### config.mk
export PLATFORM = sky130hd
export DESIGN_NAME = utf8_stream_decoder_validator_top
export DESIGN_NICKNAME = d
export VERILOG_FILES = /design/src/hw/rtl/utf8sdv_pkg.sv /design/src/hw/rtl/utf8_stream_decoder_validator_top.sv
export SDC_FILE = /design/constraint.sdc
export NUM_CORES = 1
export LEC_CHECK = 0
export CAP_MARGIN = 30
export CORE_AREA = 3 3 103 105
export DETAILED_ROUTE_END_ITERATION = 8
export DIE_AREA = 0 0 106 108
export DONT_BUFFER_PORTS = 1
export PLACE_DENSITY = 0.51
export SLEW_MARGIN = 20
export SYNTH_ARGS = -nofsm -noshare
export SYNTH_HDL_FRONTEND = slang
export SYNTH_SLANG_ARGS = --single-unit
### constraint.sdc
create_clock -name clock -period 2.1 [get_ports clock]
set_input_delay 0.105 -clock clock [delete_from_list [all_inputs] [get_ports clock]]
set_output_delay 0.105 -clock clock [all_outputs]
set_load 0.02 [all_outputs]
### src/hw/rtl/utf8sdv_pkg.sv
// ----------------------------------------------------------------------------
// UTF-8 decoder package
// Field widths, byte patterns and the lead byte decode.
// ----------------------------------------------------------------------------
package utf8sdv_pkg;

   localparam int unsigned BYTE_W = 8;
   localparam int unsigned CP_W   = 31;
   localparam int unsigned REM_W  = 3;
   localparam int unsigned LEAD_W = 7;

   // Sequence lengths
   localparam logic [REM_W-1:0] LEN_BAD = 3'd0;
   localparam logic [REM_W-1:0] LEN_ONE = 3'd1;

   // Continuation tag (top two bits)
   localparam logic [1:0] CONT_TAG = 2'b10;

   typedef struct packed {
      logic [REM_W-1:0]  len;
      logic [LEAD_W-1:0] mask;
   } lead_info_type;

   function automatic lead_info_type lead_decode(input logic [BYTE_W-1:0] c);
      lead_info_type info;
      casez (c)
         8'b0???????: info = '{len: 3'd1, mask: 7'h7F};
         8'b110?????: info = '{len: 3'd2, mask: 7'h1F};
         8'b1110????: info = '{len: 3'd3, mask: 7'h0F};
         8'b11110???: info = '{len: 3'd4, mask: 7'h07};
         8'b111110??: info = '{len: 3'd5, mask: 7'h03};
         8'b1111110?: info = '{len: 3'd6, mask: 7'h01};
         default:     info = '{len: LEN_BAD, mask: 7'h00};
      endcase
      return info;
   endfunction

endpackage

### src/hw/rtl/utf8_stream_decoder_validator_top.sv
// ----------------------------------------------------------------------------
// UTF-8 stream decoder and validator
// Decodes a byte stream into code points and reports per-string validity.
// ----------------------------------------------------------------------------
// One byte goes in per transfer and exactly one result comes out per byte,
// in the next cycle, from a result register. The block takes one byte every
// clock as long as the result side keeps up: req_ready is high whenever the
// result register is empty or its result is being taken in the same cycle,
// so throughput is one byte per clock. The decode
// state (bytes still expected, gathered code point bits, sticky error) is
// updated at each input transfer. A result with rsp_string_end high closes
// the string, carries its validity and clears all decode state. Sequences of
// 1 to 6 bytes are decoded; no overlong or surrogate checks are made. Write
// csr_wr_data to the null policy bit (1 lets zero bytes through as characters)
// only while the block is idle.
module utf8_stream_decoder_validator_top (
   input  logic                              clock,
   input  logic                              reset,
   input  logic                              csr_wr_en,
   input  logic                              csr_wr_data,
   input  logic                              req_valid,
   output logic                              req_ready,
   input  logic [utf8sdv_pkg::BYTE_W-1:0]    req_data_byte,
   input  logic                              req_last_byte,
   output logic                              rsp_valid,
   input  logic                              rsp_ready,
   output logic                              rsp_char_done,
   output logic [utf8sdv_pkg::CP_W-1:0]      rsp_code_point,
   output logic                              rsp_string_end,
   output logic                              rsp_string_valid
);
   import utf8sdv_pkg::*;

   // Configuration
   logic              null_ok_ff;

   // Decode state
   logic [REM_W-1:0]  rem_ff,  rem_in;
   logic [CP_W-1:0]   part_ff, part_in;
   logic              err_ff,  err_in;

   // Result register
   logic              rsp_valid_ff, rsp_valid_in;
   logic              done_ff,  done_in;
   logic [CP_W-1:0]   cp_ff,    cp_in;
   logic              end_ff,   end_in;
   logic              sval_ff,  sval_in;

   logic              accept;
   lead_info_type     lead;

   // Accept while the result slot is free or draining this cycle.
   assign req_ready = !rsp_valid_ff || rsp_ready;
   assign accept    = req_valid && req_ready;
   assign lead      = lead_decode(req_data_byte);

   always_comb begin
      rem_in  = rem_ff;
      part_in = part_ff;
      err_in  = err_ff;
      done_in = 1'b0;
      cp_in   = '0;
      end_in  = 1'b0;
      sval_in = 1'b0;

      if (rem_ff == '0) begin
         // Expect a lead byte.
         if (lead.len == LEN_BAD) begin
            err_in = 1'b1;
         end else if (lead.len == LEN_ONE) begin
            if (req_data_byte == '0 && !null_ok_ff) begin
               err_in = 1'b1;
            end else begin
               done_in = 1'b1;
               cp_in   = CP_W'(req_data_byte);
            end
         end else begin
            part_in = CP_W'(req_data_byte[LEAD_W-1:0] & lead.mask);
            rem_in  = lead.len - 3'd1;
         end
      end else begin
         if (req_data_byte[7:6] != CONT_TAG) begin
            // Bad continuation: drop the open sequence, consume the byte.
            err_in  = 1'b1;
            rem_in  = '0;
            part_in = '0;
         end else begin
            // Shift in six more bits; bits past the code point width fall off.
            part_in = {part_ff[CP_W-7:0], req_data_byte[5:0]};
            rem_in  = rem_ff - 3'd1;
            if (rem_in == '0) begin
               done_in = 1'b1;
               cp_in   = part_in;
               part_in = '0;
            end
         end
      end

      if (req_last_byte) begin
         // Close the string: an open sequence makes it invalid.
         if (rem_in != '0) begin
            err_in = 1'b1;
         end
         end_in  = 1'b1;
         sval_in = !err_in;
         rem_in  = '0;
         part_in = '0;
         err_in  = 1'b0;
      end
   end

   // Hold the result until taken; load a new one on each input transfer.
   always_comb begin
      rsp_valid_in = rsp_valid_ff;
      if (accept) begin
         rsp_valid_in = 1'b1;
      end else if (rsp_ready) begin
         rsp_valid_in = 1'b0;
      end
   end

   always_ff @(posedge clock) begin
      if (reset) begin
         null_ok_ff    <= 1'b0;
         rem_ff        <= '0;
         part_ff       <= '0;
         err_ff        <= 1'b0;
         rsp_valid_ff  <= 1'b0;
      end else begin
         if (csr_wr_en) begin
            null_ok_ff <= csr_wr_data;
         end
         if (accept) begin
            rem_ff  <= rem_in;
            part_ff <= part_in;
            err_ff  <= err_in;
         end
         rsp_valid_ff <= rsp_valid_in;
      end
   end

   // Result payload, no reset needed.
   always_ff @(posedge clock) begin
      if (accept) begin
         done_ff <= done_in;
         cp_ff   <= cp_in;
         end_ff  <= end_in;
         sval_ff <= sval_in;
      end
   end

   assign rsp_valid        = rsp_valid_ff;
   assign rsp_char_done    = done_ff;
   assign rsp_code_point   = cp_ff;
   assign rsp_string_end   = end_ff;
   assign rsp_string_valid = sval_ff;

endmodule

==> reports/summary.txt <==
Ys Warns -> 0
Area share of the largest cell type after synthesis -> 34.8%
Mean Syn Cell Area -> 9.85 sq um
Crit Path Category -> reg2reg
Max_cap viols -> 0
Die area -> 0.0114 sq mm
Clock tree buffer depth -> 2
Post-synthesis sequential area ratio -> 55.9%
Largest net degree at the start of global routing -> 39
Layer with the highest usage -> met2
Reg clk slew, reported paths -> 0.08 ns
PortBufs -> 0
Status -> finished, final reports clean
Gate Count Post-Synth -> 298
Final worst slack -> 0.235 ns
Delay of the slowest cell on the worst path -> 0.38 ns
Core Box Area -> 0.00973 sq mm
# nets final -> 333
TritonCTS buffer count -> 9
WL final -> 6970 um
Antenna Violating Nets Remaining -> 0
Initial DRT Pass Iterations -> 4
Peak supply drop -> 0.228 mV
Final Hold Violating Endpoints -> 0
Clock Latency Late Sink -> 0.35 ns
Synth top cells by count -> edfxtp_1, a21oi_1, dfxtp_1
Postcts setup bufs -> 0
Comb pwr share -> 8.4%
Post-synth cell types -> 45
Dpl hpwl -> 4550 um
Clock sinks -> 65
Net Sw Frac -> 25.4%
Max Clk Rate -> 0.536 GHz
Measured slew at the worst slew-check pin -> 0.407 ns
Setup tns final -> 0 ns
Worst Setup End Kind -> register
CTS root buffer -> clkbuf_8
Post-synth EDFFs -> 34
Pint -> 0.00197 W
Post-synth ARST share -> 0%
TritonCTS clock tree -> done
Total gr overflow -> 0
Top cells by area, synth -> edfxtp_1, dfxtp_1, a21oi_1
M3 GR Usage -> 3.58%
Die width -> 106 um
Sequential Power Share -> 54.7%
Vias in the first global route -> 2254
Unrepaired setup endpoints after global routing -> false
GR Util met1 -> 16.8%
Site row count -> 36
Setup-failing EPs final -> 0
P per Cell Area -> 768 mW/mm^2
P_leak -> 1.14 nW
WP data arrival -> 2.15 ns
Fin crit share -> 88.8%
CP Max Fanout -> 38
Via count -> 2183
Biggest area consumer among synthesized cells -> edfxtp_1
Hold Crit Class -> in2reg
Antenna cells -> 0
All-Layer GR Usage -> 12.7%
Most frequent cell after synthesis -> edfxtp_1
P_sw -> 0.000673 W
Htree depth -> 3
Pre-CTS setup slack -> 0.118 ns
CP max-delay cell -> dfxtp_2
Area Growth Syn to Fin -> 17.4%
Share of cells above drive strength 1 -> 11.6%
Relative slew slack -> 72.9%
Initial DRC Count -> 150
CP required -> 2.38 ns
Worst-path cell chain -> inv_1 > ha_1 > nand2b_1 > o211ai_1 > o21a_1 > buf_12 > or3_1 > a21oi_1
Synthesized area -> 0.00294 sq mm
Initial antenna violation count -> 0
Io pins -> 51
Syn nets -> 317
Wire length per cell -> 15.4 um
Clk_skew -> 0.0104 ns
Vias/cell -> 4.83
Global-route wire length before repair -> 11500 um
Grt met2 use -> 19.5%
DRC -> 0
Routability cong. -> 0.865
Die height -> 108 um
Prevailing post-synth register cell -> edfxtp_1
CP startpoint kind -> register
Starting density of the core -> 30.2%
Max Slew Vio Count -> 0
Tmin final -> 1.87 ns
Clock group share of total power -> 36.9%
Synthesized flop and latch total -> 65
power by group through the flow:
stage | Clock (W) | Sequential (W) | Combinational, W
floorplan | 0 | 0.00147 | 0.000149
global placement | 0 | 0.00148 | 0.000179
detailed placement | 0 | 0.00148 | 0.000180
CTS | 0.00101 | 0.00145 | 0.000216
global route | 0.00105 | 0.00145 | 0.000247
finish | 0.000978 | 0.00145 | 0.000222
sequential cells by signal, summed over array words and instances (netlist names):
signal	flops
part_ff	25
rsp_string_valid	1
null_ok_ff	1
rem_ff	3
rsp_char_done	1
rsp_code_point	31
rsp_valid	1
err_ff	1
rsp_string_end	1
repair_timing:
action,in CTS,in global routing
gates resized for setup,0,8
setup endpoints to repair,0,26
hold buffers,12,0
hold endpoints to repair,37,0
critical path: cells and delay by family (launching register included):
kind | cells | cell delay (ns)
and+or+nand+nor | 2 | 0.49
adders and majority gates | 1 | 0.27
DFF | 1 | 0.38
AOI/OAI and AO/OA | 3 | 0.41
buffers and inverters | 2 | 0.25
metrics by stage:
| stage | power, W | utilization (%) | hold slack (ns) | instance area (sq um) | std cells |
|---|---|---|---|---|---|
| finish | 0.00265 | 35.4 | 0.0250 | 3450 | 452 |
| global route | 0.00275 | 35.4 | 0.0206 | 3450 | 452 |
| CTS | 0.00267 | 35.1 | 0.0118 | 3410 | 452 |
| detailed placement | 0.00166 | 31.9 | 0.185 | 3110 | 424 |
| global placement | 0.00166 | 31.9 | 0.182 | 3110 | 424 |
| floorplan | 0.00162 | - | 0.204 | 2940 | 298 |
worst paths after layout:
kind,start,endpoint,slack [ns],cells past startpoint
setup / recovery,rem_ff[0],part_ff[10],0.23,8
hold / removal,reset,part_ff[8],0.02,2
setup reg to reg,rem_ff[0],part_ff[10],0.23,8
hold reg to reg,part_ff[21],part_ff[21],0.45,2
area by class of cell:
type	instances	area, sq um
clock buffer	14	164
clock inverter	2	13.8
fill	996	6280
timing repair buffer	23	225
multi-input combinational	189	1140
sequential	65	1640
tap	133	166
inverter	26	97.6
per-layer routing:
metal  wire length [um]  up-vias
met5                  0        -
met4                158        0
met3                269       15
met2               3110       43
met1               3430     1033
li1                   -     1092
cell usage in the layout (no fill, tap or decap), types with 4 or more instances in the layout:
cell type and n:
o21ai_0 6, nand3b_1 4, inv_1 26, nand2_1 27
dlygate4sd3_1 11, edfxtp_1 34, nor2b_1 6, a31oi_1 4
a21oi_1 30, nor2_1 13, nor3_1 21, or3_1 18
clkbuf_8 9, nand2b_1 5, dfxtp_1 30, clkbuf_1 4
o211ai_1 4, and2_1 8, buf_4 10
kinds of logic after synthesis:
logic type	Yosys count	share of synthesized area (%)
and+or+nand+nor	116	20.5
AOI/OAI and AO/OA	66	14.5
DFF	65	55.9
buffers and inverters	44	6.43
adders and majority gates	4	1.70
muxes	2	0.724
xor gates and xnor gates	1	0.298
No activity file was read; power rests on OpenSTA's default activity.
